===== config.mk =====
export PLATFORM = sky130hd
export DESIGN_NAME = moving_median_filter
export DESIGN_NICKNAME = d
export VERILOG_FILES = /design/src/design/mmf_pkg.sv /design/src/design/moving_median_filter.sv /design/src/design/mmf_cmp.sv /design/src/design/mmf_window.sv
export SDC_FILE = /design/constraint.sdc
export NUM_CORES = 1
export LEC_CHECK = 0
export BUFFER_PORTS_ARGS = -buffer_cell sky130_fd_sc_hd__buf_2
export CORE_MARGIN = 3
export CORE_UTILIZATION = 56
export CTS_CLUSTER_DIAMETER = 120
export DETAILED_ROUTE_END_ITERATION = 6
export GPL_TIMING_DRIVEN = 0
export PLACE_DENSITY = 0.79
export RECOVER_POWER = 25
export SLEW_MARGIN = 30
export SYNTH_ARGS = -nofsm -noshare
export SYNTH_HDL_FRONTEND = slang
export SYNTH_SLANG_ARGS = --single-unit

===== constraint.sdc =====
create_clock -name clock -period 3.82 [get_ports clock]
set_clock_uncertainty 0.15 [all_clocks]
set_input_delay 0.573 -clock clock [delete_from_list [all_inputs] [get_ports clock]]
set_output_delay 0.573 -clock clock [all_outputs]
set_load 0.01 [all_outputs]

===== src/design/mmf_pkg.sv =====
`timescale 1ns / 1ps
`default_nettype none
// ---------------------------------------------------------------------------
// mmf_pkg - shared types of the moving median filter
// Compare result of the shared unit and control of the window stores.
// ---------------------------------------------------------------------------
package mmf_pkg;

   // result of one signed compare a against b
   typedef struct packed {
      logic lt;
      logic eq;
   } mmf_cmp_res_type;

   // per-cycle control of the sorted row and the arrival ring
   typedef struct packed {
      logic rotate;     // sorted row moves one place towards the head
      logic ring_push;  // ring drops its oldest sample and takes the new one
   } mmf_win_ctrl_type;

endpackage
`default_nettype wire


===== src/design/moving_median_filter.sv =====
`timescale 1ns / 1ps
`default_nettype none
// ---------------------------------------------------------------------------
// moving_median_filter - running median over a sliding window
// One sample in, one median out; window stores cleared to zero at reset.
// ---------------------------------------------------------------------------
// Each sample passes from the idle state through two setup compares, a
// sweep with one compare per sorted entry and a state that registers the
// median; only then, back in idle, is the next beat taken. The emit state
// waits while the last median has not been taken. The sweep moves the sorted
// row through the single shared compare unit, one entry per cycle. The oldest sample is
// dropped from the sorted row and the new one merged in during that sweep;
// the median is the middle sorted entry. Until WINDOW samples have arrived
// the zeros held since reset take part in the median.
module moving_median_filter #(
   parameter int WINDOW      = 5,
   parameter int SAMPLE_BITS = 16
) (
   input  wire logic                             clock,
   input  wire logic                             reset,
   input  wire logic                             req_tvalid,
   output logic                                  req_tready,
   // fields from bit 0: sample
   input  wire logic [8*((SAMPLE_BITS+7)/8)-1:0] req_tdata,
   output logic                                  rsp_tvalid,
   input  wire logic                             rsp_tready,
   // fields from bit 0: median
   output logic [8*((SAMPLE_BITS+7)/8)-1:0]      rsp_tdata
);
   import mmf_pkg::*;

   localparam int TDATA_BITS = 8 * ((SAMPLE_BITS + 7) / 8);
   localparam int CNT_BITS   = $clog2(WINDOW);

   typedef enum logic [2:0] {
      ST_IDLE,
      ST_DIR,
      ST_HEAD,
      ST_SWEEP,
      ST_EMIT
   } state_type;

   typedef enum logic [1:0] {
      PH_PRE,
      PH_SHIFT,
      PH_POST
   } phase_type;

   state_type                     state_ff, state_in;
   phase_type                     phase_ff, phase_in;
   logic                          up_ff, up_in;
   logic [CNT_BITS-1:0]           k_ff, k_in;
   logic signed [SAMPLE_BITS-1:0] x_ff, x_in;
   logic signed [SAMPLE_BITS-1:0] carry_ff, carry_in;
   logic                          rsp_valid_ff, rsp_valid_in;
   logic signed [SAMPLE_BITS-1:0] rsp_data_ff, rsp_data_in;

   mmf_win_ctrl_type              win_ctrl;
   logic signed [SAMPLE_BITS-1:0] sort_tail;
   logic signed [SAMPLE_BITS-1:0] head, next, oldest, mid;
   logic signed [SAMPLE_BITS-1:0] cmp_a, cmp_b;
   mmf_cmp_res_type               cmp_res;
   logic                          last;

   mmf_window #(
      .WINDOW      (WINDOW),
      .SAMPLE_BITS (SAMPLE_BITS)
   ) u_window (
      .clock     (clock),
      .reset     (reset),
      .ctrl      (win_ctrl),
      .sort_tail (sort_tail),
      .ring_tail (x_ff),
      .head      (head),
      .next      (next),
      .oldest    (oldest),
      .mid       (mid)
   );

   mmf_cmp #(
      .SAMPLE_BITS (SAMPLE_BITS)
   ) u_cmp (
      .a   (cmp_a),
      .b   (cmp_b),
      .res (cmp_res)
   );

   assign last = (k_ff == CNT_BITS'(WINDOW - 1));

   // operand selection for the shared compare unit
   always_comb begin
      cmp_a = head;
      cmp_b = x_ff;
      unique case (state_ff)
         ST_DIR: begin
            cmp_a = x_ff;
            cmp_b = oldest;
         end
         ST_HEAD: begin
            cmp_a = head;
            cmp_b = oldest;
         end
         ST_SWEEP: begin
            if (up_ff) begin
               cmp_a = next;
               cmp_b = (phase_ff == PH_PRE) ? oldest : x_ff;
            end else if (phase_ff == PH_SHIFT) begin
               cmp_a = carry_ff;
               cmp_b = oldest;
            end else begin
               cmp_a = head;
               cmp_b = x_ff;
            end
         end
         default: begin
            cmp_a = head;
            cmp_b = x_ff;
         end
      endcase
   end

   always_comb begin
      state_in     = state_ff;
      phase_in     = phase_ff;
      up_in        = up_ff;
      k_in         = k_ff;
      x_in         = x_ff;
      carry_in     = carry_ff;
      rsp_valid_in = rsp_valid_ff;
      rsp_data_in  = rsp_data_ff;
      win_ctrl     = '0;
      sort_tail    = head;

      if (rsp_valid_ff && rsp_tready) begin
         rsp_valid_in = 1'b0;
      end

      unique case (state_ff)
         ST_IDLE: begin
            if (req_tvalid) begin
               x_in     = req_tdata[SAMPLE_BITS-1:0];
               state_in = ST_DIR;
            end
         end
         ST_DIR: begin
            // new sample at or above the oldest: the gap moves towards the tail
            up_in    = !cmp_res.lt;
            state_in = ST_HEAD;
         end
         ST_HEAD: begin
            k_in     = '0;
            phase_in = (up_ff && cmp_res.eq) ? PH_SHIFT : PH_PRE;
            state_in = ST_SWEEP;
         end
         ST_SWEEP: begin
            win_ctrl.rotate = 1'b1;
            carry_in        = head;
            if (up_ff) begin
               unique case (phase_ff)
                  PH_PRE: begin
                     sort_tail = head;
                     if (!last && cmp_res.eq) begin
                        phase_in = PH_SHIFT;
                     end
                  end
                  PH_SHIFT: begin
                     // pull the next entry in while it is still below the sample
                     if (!last && cmp_res.lt) begin
                        sort_tail = next;
                     end else begin
                        sort_tail = x_ff;
                        phase_in  = PH_POST;
                     end
                  end
                  default: begin
                     sort_tail = head;
                  end
               endcase
            end else begin
               unique case (phase_ff)
                  PH_PRE: begin
                     if (cmp_res.lt) begin
                        sort_tail = head;
                     end else begin
                        sort_tail = x_ff;
                        phase_in  = PH_SHIFT;
                     end
                  end
                  PH_SHIFT: begin
                     // entries lag one place until the oldest sample has gone by
                     if (cmp_res.eq) begin
                        sort_tail = head;
                        phase_in  = PH_POST;
                     end else begin
                        sort_tail = carry_ff;
                     end
                  end
                  default: begin
                     sort_tail = head;
                  end
               endcase
            end
            if (last) begin
               win_ctrl.ring_push = 1'b1;
               state_in           = ST_EMIT;
            end else begin
               k_in = k_ff + 1'b1;
            end
         end
         ST_EMIT: begin
            if (!rsp_valid_ff || rsp_tready) begin
               rsp_valid_in = 1'b1;
               rsp_data_in  = mid;
               state_in     = ST_IDLE;
            end
         end
         default: begin
            state_in = ST_IDLE;
         end
      endcase
   end

   always_ff @(posedge clock) begin
      if (reset) begin
         state_ff     <= ST_IDLE;
         phase_ff     <= PH_PRE;
         up_ff        <= 1'b0;
         k_ff         <= '0;
         rsp_valid_ff <= 1'b0;
      end else begin
         state_ff     <= state_in;
         phase_ff     <= phase_in;
         up_ff        <= up_in;
         k_ff         <= k_in;
         rsp_valid_ff <= rsp_valid_in;
      end
      x_ff        <= x_in;
      carry_ff    <= carry_in;
      rsp_data_ff <= rsp_data_in;
   end

   assign req_tready = (state_ff == ST_IDLE);
   assign rsp_tvalid = rsp_valid_ff;
   assign rsp_tdata  = TDATA_BITS'(unsigned'(rsp_data_ff));

endmodule
`default_nettype wire


===== src/design/mmf_cmp.sv =====
`timescale 1ns / 1ps
`default_nettype none
// ---------------------------------------------------------------------------
// mmf_cmp - shared signed compare unit
// Gives a < b and a == b for two's complement samples.
// ---------------------------------------------------------------------------
module mmf_cmp #(
   parameter int SAMPLE_BITS = 16
) (
   input  wire logic signed [SAMPLE_BITS-1:0] a,
   input  wire logic signed [SAMPLE_BITS-1:0] b,
   output mmf_pkg::mmf_cmp_res_type           res
);
   import mmf_pkg::*;

   always_comb begin
      res.lt = (a < b);
      res.eq = (a == b);
   end

endmodule
`default_nettype wire


===== src/design/mmf_window.sv =====
`timescale 1ns / 1ps
`default_nettype none
// ---------------------------------------------------------------------------
// mmf_window - sorted row and arrival ring
// Both stores are shift lines; the sorted row rotates through its head
// during a sweep, the ring always holds the oldest sample at its head.
// ---------------------------------------------------------------------------
module mmf_window #(
   parameter int WINDOW      = 5,
   parameter int SAMPLE_BITS = 16
) (
   input  wire logic                          clock,
   input  wire logic                          reset,
   input  wire mmf_pkg::mmf_win_ctrl_type     ctrl,
   input  wire logic signed [SAMPLE_BITS-1:0] sort_tail,
   input  wire logic signed [SAMPLE_BITS-1:0] ring_tail,
   output logic signed [SAMPLE_BITS-1:0]      head,
   output logic signed [SAMPLE_BITS-1:0]      next,
   output logic signed [SAMPLE_BITS-1:0]      oldest,
   output logic signed [SAMPLE_BITS-1:0]      mid
);
   import mmf_pkg::*;

   logic signed [SAMPLE_BITS-1:0] sorted_ff [WINDOW];
   logic signed [SAMPLE_BITS-1:0] sorted_in [WINDOW];
   logic signed [SAMPLE_BITS-1:0] ring_ff   [WINDOW];
   logic signed [SAMPLE_BITS-1:0] ring_in   [WINDOW];

   always_comb begin
      for (int i = 0; i < WINDOW; i++) begin
         sorted_in[i] = sorted_ff[i];
         ring_in[i]   = ring_ff[i];
      end
      if (ctrl.rotate) begin
         for (int i = 0; i < WINDOW - 1; i++) begin
            sorted_in[i] = sorted_ff[i+1];
         end
         sorted_in[WINDOW-1] = sort_tail;
      end
      if (ctrl.ring_push) begin
         for (int i = 0; i < WINDOW - 1; i++) begin
            ring_in[i] = ring_ff[i+1];
         end
         ring_in[WINDOW-1] = ring_tail;
      end
   end

   always_ff @(posedge clock) begin
      if (reset) begin
         for (int i = 0; i < WINDOW; i++) begin
            sorted_ff[i] <= '0;
            ring_ff[i]   <= '0;
         end
      end else begin
         for (int i = 0; i < WINDOW; i++) begin
            sorted_ff[i] <= sorted_in[i];
            ring_ff[i]   <= ring_in[i];
         end
      end
   end

   assign head   = sorted_ff[0];
   assign next   = sorted_ff[1];
   assign oldest = ring_ff[0];
   assign mid    = sorted_ff[WINDOW/2];

endmodule
`default_nettype wire


======== Word-level counts from Yosys, hierarchy flattened ========
Memories as Yosys holds them, arrays and structs flattened.
Cells that the tools add are included.
storage, ports and cells
  output and inout bits ................... 18
  bits in read-only memories .............. 0
  word-level logic and storage cells ...... 104
  memories ................................ 2
  register bits ........................... 58
  bits in latches ......................... 0
  bits in writable memories ............... 160
memory list
  memory              words  bits a word  read ports  clocked after memory_dff  wr ports  RTL line          text
  u_window.ring_ff    5      16           5           0                         5         mmf_window.sv:26  logic signed [SAMPLE_BITS-1:0] ring_ff [WINDOW];
  u_window.sorted_ff  5      16           5           0                         5         mmf_window.sv:24  logic signed [SAMPLE_BITS-1:0] sorted_ff [WINDOW];
cells by class
  equality and inequality tests ........... 16
  divide/modulo/power cells ............... 0
  shift operators ......................... 0
  bitwise logic cells ..................... 10
  multipliers ............................. 0
  reduce and logical (&&, ||, !) cells .... 17
  multiplexer cells ....................... 49
  add/sub/neg operators ................... 1
  $lt $le $gt $ge ......................... 1
operators with widths
  cell                                                                   count
  16-bit two-way mux                                                     21
  80-bit two-way mux                                                     2
  16-bit case mux with 2 select lines                                    3
  16-bit equality test                                                   1
  16-bit less-than comparator                                            1
  4-bit inequality test, second input constant                           4
  3-bit case mux with 5 select lines                                     1
  2-bit two-way mux                                                      6
  3-bit two-way mux                                                      4
  2-bit case mux with 2 select lines                                     3
  1-bit bitwise OR                                                       10
  1-bit two-way mux                                                      8
  2-bit inequality test, second input constant                           4
  3-bit by 2-bit equality test with 1-bit output, second input constant  2
  3-bit equality test, second input constant                             2
  3-bit case mux with 2 select lines                                     1
  2-bit AND reduction                                                    3
  6-bit AND reduction                                                    1
  1-bit logical AND                                                      4
  3-bit by 1-bit adder with 3-bit output, second input constant          1
  3-bit by 1-bit equality test with 1-bit output, second input constant  1
  1-bit logical NOT                                                      3
  3-bit logical NOT                                                      1
  3-bit inequality test, second input constant                           1
  other kinds (6)                                                        6

======== Longest topological paths before layout ========
Gate-level depths: netlist of the first run.
  depth after elaboration ................. 12
  gate-level depth with buffers ........... 17
  depth with buffers taken out ............ 15

======== Modules after synthesis ========
Synthesis of the first run repeated with hierarchy kept, for this count alone.
second synthesis, totals
  cells, all modules ...................... 940
  area, all modules ....................... 9811.9 um2
modules (own cells, without submodules)
  module                cells an instance  area an instance (um2)  times used
  mmf_window            532                5870.6                  1
  moving_median_filter  348                3520.9                  1
  mmf_cmp               60                 420.4                   1

======== Worst setup path before layout of the first run ========
OpenSTA, ideal clock, no wires.
  path kind ............................... register to register
  start point ............................. reg phase_ff[1]
  end point ............................... reg phase_ff[0]
  stages on the path, launching flop included .. 15
  data arrival time ....................... 3733 ps
  library setup time ...................... 95 ps
  setup slack ............................. -159 ps
  period minus slack after synthesis ...... 3979 ps
  data required time ...................... 3575 ps
  cell sequence ........................... dfxtp_1 > clkbuf_1 > nor2_1 > o21ai_1 > buf_2 > mux2i_1 > ha_1 > buf_4 > nand4_4 > nor2_1 > o21a_2 > nor3_4 > mux2_1 > or2_1 > a221oi_1
on the way
  cells in the longest elaborated chain, start to end .. 8
  elaborated cells on any way between the ends .. 25
ends and longest elaborated chain
  element                                                                              RTL line                                                                               text
  start: declaration                                                                   moving_median_filter.sv:50                                                             phase_type phase_ff, phase_in;
  start signal: assignment                                                             moving_median_filter.sv:232                                                            phase_ff <= phase_in;
  2-bit by 1-bit equality test with 1-bit output or 2-bit logical NOT (tied branches)  -
  16-bit two-way mux (on tied branches)                                                moving_median_filter.sv:107, moving_median_filter.sv:106
  16-bit two-way mux                                                                   moving_median_filter.sv:104                                                            if (up_ff) begin
  16-bit case mux with 2 select lines                                                  moving_median_filter.sv:94                                                             unique case (state_ff)
  16-bit less-than comparator or 16-bit equality test (tied branches)                  mmf_cmp.sv:17, mmf_cmp.sv:18
  1-bit logical AND (on tied branches)                                                 moving_median_filter.sv:168, moving_median_filter.sv:152, moving_median_filter.sv:162
  4-bit inequality test (no line) or 1-bit two-way mux (tied branches)                 -
  6-bit AND reduction (no line) or 2-bit case mux with 2 select lines (tied branches)  -
Parallel ways exist; a longest one is shown, timed or not.
A chain may end at the register's enable or synchronous reset.

==> flow_summary.ini, run 1 <==
[synthesis]
synth.top_cell.area_share_pct = 33.7
netlist_area_mm2 = 0.0101
synth_area_leader_cell = dfxtp_1
synthesis.instances = 1219
synth_warnings = 0
postSynthAreaPerCell_um2 = 8.29
synth_nets = 1257
async_flop_share_pct = 0
ys_ff_latch = 218
synth_ff_type = dfxtp_1
synth_cell_type_count = 63
ys_seq_area_share_pct = 47.9
synth_edf_count = 48
yosys-top-cells-area = dfxtp_1, edfxtp_1, nand2_1

[timing]
tns_ns = -0.00692
hold_viol_final = 0
finalWorstSetupSlack_ns = -0.00692
fmax_ghz = 0.261
period_needed_ns = 3.83
tightest_slew_ns = 1.53
finalSetupViolations = 1
post-route-period-util_pct = 100
relSlewSlack_pct = -2.68
slew_viol_final = 17
rsz0062_at_grt = true

[pwr]
seq_power_share_pct = 41.8
pwr_density_cell_mw_per_mm2 = 488
clockPowerShare_pct = 40.3
p_leak_uw = 0.00421
swShare_pct = 28.2
power.switching_uw = 1650
fin_total_pwr_uw = 5840
power_frac_comb_pct = 17.9
intPower_uw = 4190
ir_drop_mv = 0.406

[critical_path]
r2r-start = up_ff$_SDFFE_PP0N_
reg2reg_to = u_window.sorted_ff[4][9]$_SDFFE_PP0N_
crit_chain = clkbuf_4 > buf_4 > nand2_1 > o21ai_1 > mux2i_1 > o21ai_2 > ha_1 > nor2b_1 > o211a_1 > o21a_4 > nor4_4 > buf_4 > nor3_4 > buf_12 > buf_12 > a211o_1 > o221ai_1
cp_top_family = compound AO/OA/AOI/OAI gates
crit_arrival_ns = 4.12
crit_fanout = 10
ff2ff_setup_slack_ns = -0.007
slowest_stage = dfxtp_2
worstSetupEndpoint = u_window.sorted_ff[4][9]$_SDFFE_PP0N_
crit_cells = 17
required_ns = 4.11
worst-setup-path-type = reg -> reg
reg2regPathDepth = 17
cp.buffers_inverters = 5
cp-end-kind = flip-flop
cp-start-kind = flip-flop
crit_start = up_ff$_SDFFE_PP0N_
cpPeakStageDelay_ns = 0.40

[routing]
drt_iter0_markers = 1253
drt_wl_total_um = 32600
final_antenna_net_count = 0
drcViolationCount = 0
via_count = 9581
dr.pass1.iters = 6
wl_per_cell_um = 21.0
vias_per_cell = 6.19

[global_route]
grt_max_degree = 17
antenna_found_initial = 1
grt-ovfl-total = 0
grt_pass1_vias = 9117
grt_pass1_wl_um = 49700
grt_usage_pct = 31.9

[worst_hold_path]
worstHoldPathType = in -> reg

[cts]
insertion_delay_ns = 0.54
cts_root_buf = clkbuf_16
cts_buffers = 23
clkTransAtPathRegs_ns = 0.07
htreeDepth = 1
clock_path_buffers = 3
clkSinkCount = 218
cts_tree = done

[job]
cap_violations = 1

[floorplan]
die_x_um = 140
coreArea_mm2 = 0.0175
start_util_pct = 57.9
dieArea_mm2 = 0.0197
die_h_um = 140
num_io_pins = 38
num_rows = 48

[outcome]
violations = max-capacitance violations, max-slew violations, negative setup slack
status = finished, violations left

[placement]
portBuffers = 37
dp_hpwl_um = 22500
globalplace.congestion = 1.06
dp_slack_ns = -0.986

[final_layout]
fin_util_pct = 68.4
antenna_cells = 0
drive_gt1_share_pct = 12.2
fin_nets = 1345
synthToLayoutAreaGrowth_pct = 18.3
stage by stage:
step	cells	instance area (um2)	hold slack [ns]
floorplan	1219	10100	0.256
finish	1549	12000	0.0580
global placement	1481	10600	0.258
global route	1549	12000	0.0539
detailed placement	1482	10600	0.263
CTS	1540	11700	0.0461
kinds of logic after synthesis:
group / after synthesis / share of synthesized area [%]
AOI/OAI and AO/OA: 327 / 19.0
xor gates and xnor gates: 1 / 0.0866
adders and majority gates: 18 / 2.23
buffers and inverters: 101 / 3.96
DFF: 218 / 47.9
muxes: 64 / 6.37
and+or+nand+nor: 490 / 20.4
power groups by stage:
stage                     Sequential, uW  Combinational [uW]  Clock [uW]
after global placement              2480                 752           0
final                               2440                1040        2350
after detailed placement            2480                 767           0
after global routing                2440                1100        2450
after CTS                           2430                 900        2360
after floorplan                     2450                 563           0
final cells by class:
cell class	count	area, um2
Sequential cell	218	4850
Inverter	9	33.8
Clock inverter	14	174
Tap cell	225	282
Timing Repair Buffer	65	427
Multi-Input combinational cell	900	5090
Fill cell	1370	5510
Clock buffer	28	624
Buffer	90	477
registers in the layout (all words and copies together), names as in the netlist, 2 cells and up:
register            count
x_ff                   16
rsp_tdata              16
u_window.ring_ff       80
carry_ff               16
state_ff                3
u_window.sorted_ff     80
k_ff                    3
phase_ff                2
what timing repair did:
action | 4_1_cts | 5_1_grt
pin swaps | 12 | 19
cloned | 1 | 0
setup buffers | 15 | 11
gates resized for setup | 59 | 56
hold buffers | 0 | 0
endpoints found under the setup margin | 19 | 18
Yosys cell counts, types with 2 or more instances:
cell and instances:
buf_1 11, edfxtp_1 48, nor4_1 4, o221ai_1 5, nor3_4 3, o21ai_0 55, o211ai_1 9, nor3_1 5
inv_1 8, nor3b_1 11, and2_1 7, nand3_1 17, a211o_1 3, ha_1 18, a21o_1 5, a311oi_1 2
nand4_1 5, nand2_1 368, a211oi_1 18, o21ai_2 2, nor2b_1 8, a22oi_1 4, buf_2 8, clkbuf_1 71
nor4_2 2, a31o_1 4, o211a_1 2, o31ai_1 7, nand2b_1 4, or2_1 2, nor2_1 50, mux2i_1 61
a31oi_1 10, mux2_2 2, a21oi_1 183, dfxtp_1 170
layer usage:
metal | share of wire, % | wire (um) | vias to the layer above | global-route usage [%]
met2 | 46 | 15000 | 547 | 51.5
met3 | 9.4 | 3060 | 155 | 6.49
li1 | - | - | 4415 | -
met5 | 0.025 | 8 | - | 0
met1 | 38 | 12400 | 4462 | 39.8
met4 | 6.6 | 2140 | 2 | 18.6
how the worst min path moves through the flow:
stage / startpoint / to / slack (ns) / cells after the start
after global placement: u_window.sorted_ff[0][1]$_SDFFE_PP0N_ / carry_ff[1]$_DFFE_PN_ / 0.26 / 0
after global routing: req_tdata[2] / x_ff[2]$_DFFE_PP_ / 0.05 / 1
after floorplan: u_window.sorted_ff[0][10]$_SDFFE_PP0N_ / carry_ff[10]$_DFFE_PN_ / 0.26 / 0
after detailed placement: u_window.sorted_ff[0][6]$_SDFFE_PP0N_ / carry_ff[6]$_DFFE_PN_ / 0.26 / 0
final: req_tdata[5] / x_ff[5]$_DFFE_PP_ / 0.06 / 1
after CTS: req_tdata[5] / x_ff[5]$_DFFE_PP_ / 0.05 / 1
placed cells by master (no fill, tap or decap), types with 8 or more instances in the layout:
cell type	n
a211oi_1	14
clkbuf_16	23
nor2b_1	8
mux2i_1	54
dfxtp_1	167
a21oi_1	181
buf_6	11
o21ai_0	41
buf_1	8
o21ai_1	11
clkbuf_1	74
buf_4	28
nand3_1	16
ha_1	17
o211ai_1	9
a31oi_1	10
buf_2	22
edfxtp_1	48
nand2_1	368
nor3b_1	11
nor2_1	47
Note: power is estimated with default switching activity, not from simulation.
==> run 2, diff against run 1 <==
--- a/config.mk
+++ b/config.mk
@@ -10,8 +10,9 @@
 export CORE_UTILIZATION = 56
 export CTS_CLUSTER_DIAMETER = 120
 export DETAILED_ROUTE_END_ITERATION = 6
+export GPL_ROUTABILITY_DRIVEN = 0
 export GPL_TIMING_DRIVEN = 0
-export PLACE_DENSITY = 0.79
+export PLACE_DENSITY = 0.82
 export RECOVER_POWER = 25
 export SLEW_MARGIN = 30
 export SYNTH_ARGS = -nofsm -noshare
==> flow_summary.ini, run 2 (synthesized netlist as in run 1, its figures left out) <==
[routing]
via_count = 9699
final_antenna_net_count = 0
drt_iter0_markers = 1244
wl_per_cell_um = 20.2
drt_wl_total_um = 31400
vias_per_cell = 6.26
dr.pass1.iters = 7
drcViolationCount = 3

[pwr]
p_leak_uw = 0.00417
pwr_density_cell_mw_per_mm2 = 476
ir_drop_mv = 0.365

[global_route]
grt_pass1_wl_um = 48000
grt-ovfl-total = 0
antenna_found_initial = 0
grt_usage_pct = 30.5
grt_pass1_vias = 9078
grt_max_degree = 20

[critical_path]
crit_chain = buf_6 > nand2b_4 > buf_12 > mux2i_1 > o21ai_1 > mux2i_1 > o21ai_1 > ha_1 > nor2b_1 > o211a_1 > o21a_4 > buf_4 > nor3_4 > mux2_4 > or2_1 > a221oi_2
crit_start = phase_ff[0]$_SDFFE_PP0P_
cp-end-kind = flip-flop
crit_fanout = 10
slowest_stage = mux2_4
worst-setup-path-type = reg -> reg
ff2ff_setup_slack_ns = -0.009
crit_arrival_ns = 4.10
r2r-start = phase_ff[0]$_SDFFE_PP0P_
cpPeakStageDelay_ns = 0.33
cp-start-kind = flip-flop
required_ns = 4.09

[final_layout]
top_regs = u_window.ring_ff (80), u_window.sorted_ff (80)
fillCellCount = 1321
drive_gt1_share_pct = 11.3
final_common_cell = nand2_1
antenna_cells = 0
seq_area_mm2 = 0.00485
multi_input_area_mm2 = 0.00500
fin_cells = 1549
layout_common_cells = nand2_1, a21oi_1, dfxtp_1
synthToLayoutAreaGrowth_pct = 16.4
fin_nets = 1345

[job]
cap_violations = 0

[timing]
hold_ws_ns = 0.0853
tightest_slew_ns = 0.812
relSlewSlack_pct = 45.8
period_needed_ns = 3.83
hold_viol_final = 0
finalWorstSetupSlack_ns = -0.00855
rsz0062_at_grt = true
post-route-period-util_pct = 100
fmax_ghz = 0.261
tns_ns = -0.00855
slew_viol_final = 0
finalSetupViolations = 1

[floorplan]
start_util_pct = 57.9
die_h_um = 140
die_x_um = 140
num_rows = 48
dieArea_mm2 = 0.0197
coreArea_mm2 = 0.0175
num_io_pins = 38

[placement]
portBuffers = 37
dp_hpwl_um = 21400
place_inst = 1483
dp_slack_ns = -0.997

[outcome]
status = finished, violations left
violations = design-rule violations, negative setup slack

[worst_hold_path]
worstHoldStart = req_tdata[2]
worstHoldPathType = in -> reg

[cts]
clkTransAtPathRegs_ns = 0.06
cts_root_buf = clkbuf_16
cts_tree = done
clock_path_buffers = 3
clkSinkCount = 218
htreeDepth = 1
cts_buffers = 23
insertion_delay_ns = 0.51
==> run 2: cell count changes in the layout (fill, tap and decap cells not counted), moves of 3 or more <==
cell	before	now
buf_6	11	5
mux2i_1	54	59
clkbuf_1	74	78
buf_4	28	31
bufinv_16	3	0
clkbuf_4	1	4
mux2i_4	3	0
o21ai_1	11	14
==> run 2: worst paths after layout <==
path	depth (start not counted)	end
max reg2reg	16	phase_ff[0]$_SDFFE_PP0P_
max	16	phase_ff[0]$_SDFFE_PP0P_
min	1	x_ff[2]$_DFFE_PP_
min reg2reg	0	carry_ff[11]$_DFFE_PN_
==> run 2: worst max-delay path, delay by kind of cell, from the launching register on <==
| family | cells | cell delay, ns |
|---|---|---|
| compound gates | 5 | 1.22 |
| fa+ha+maj | 1 | 0.28 |
| buf+inv | 3 | 0.46 |
| flops | 1 | 0.32 |
| mux | 3 | 0.58 |
| simple gates | 4 | 0.75 |
==> run 2: stage by stage <==
stage / power (uW) / utilization (%) / cell area, um2
CTS: 5470 / 66.2 / 11600
floorplan: 3020 / - / 10100
global placement: 3210 / 60.5 / 10600
detailed placement: 3230 / 60.8 / 10600
finish: 5600 / 67.4 / 11800
global route: 5770 / 67.4 / 11800
==> run 2: timing repair <==
item                                    in CTS  in global routing
hold buffers                                 0                  0
pin swaps                                    9                 16
cloned                                       1                  1
gates resized for setup                     45                 47
endpoints found under the setup margin      19                 18
setup buffers                                9                 18
==> run 2: routing by layer <==
layer  wire, um  track usage (%)  vias to the layer above
met5          0                0                        -
met2      14000             48.9                      667
li1           -                -                     4409
met4       2310             17.4                        0
met3       3520             6.76                      206
met1      11600             37.8                     4417
==> run 2: final cells by class <==
cell class                      instances  share of cell area [%]
Sequential cell                       218                    41.2
Tap cell                              225                    2.39
Clock inverter                          7                   0.351
Inverter                                9                   0.287
Buffer                                 87                    3.78
Clock buffer                           35                    6.06
Timing Repair Buffer                   68                    3.50
Multi-Input combinational cell        900                    42.4
==> run 2: power by group <==
group | internal (uW) | leakage [uW] | switching (uW)
combinational | 385 | 0.00197 | 589
sequential | 2380 | 0.00182 | 53.3
clock | 1290 | 0.000379 | 900
total | 4060 | 0.00417 | 1540
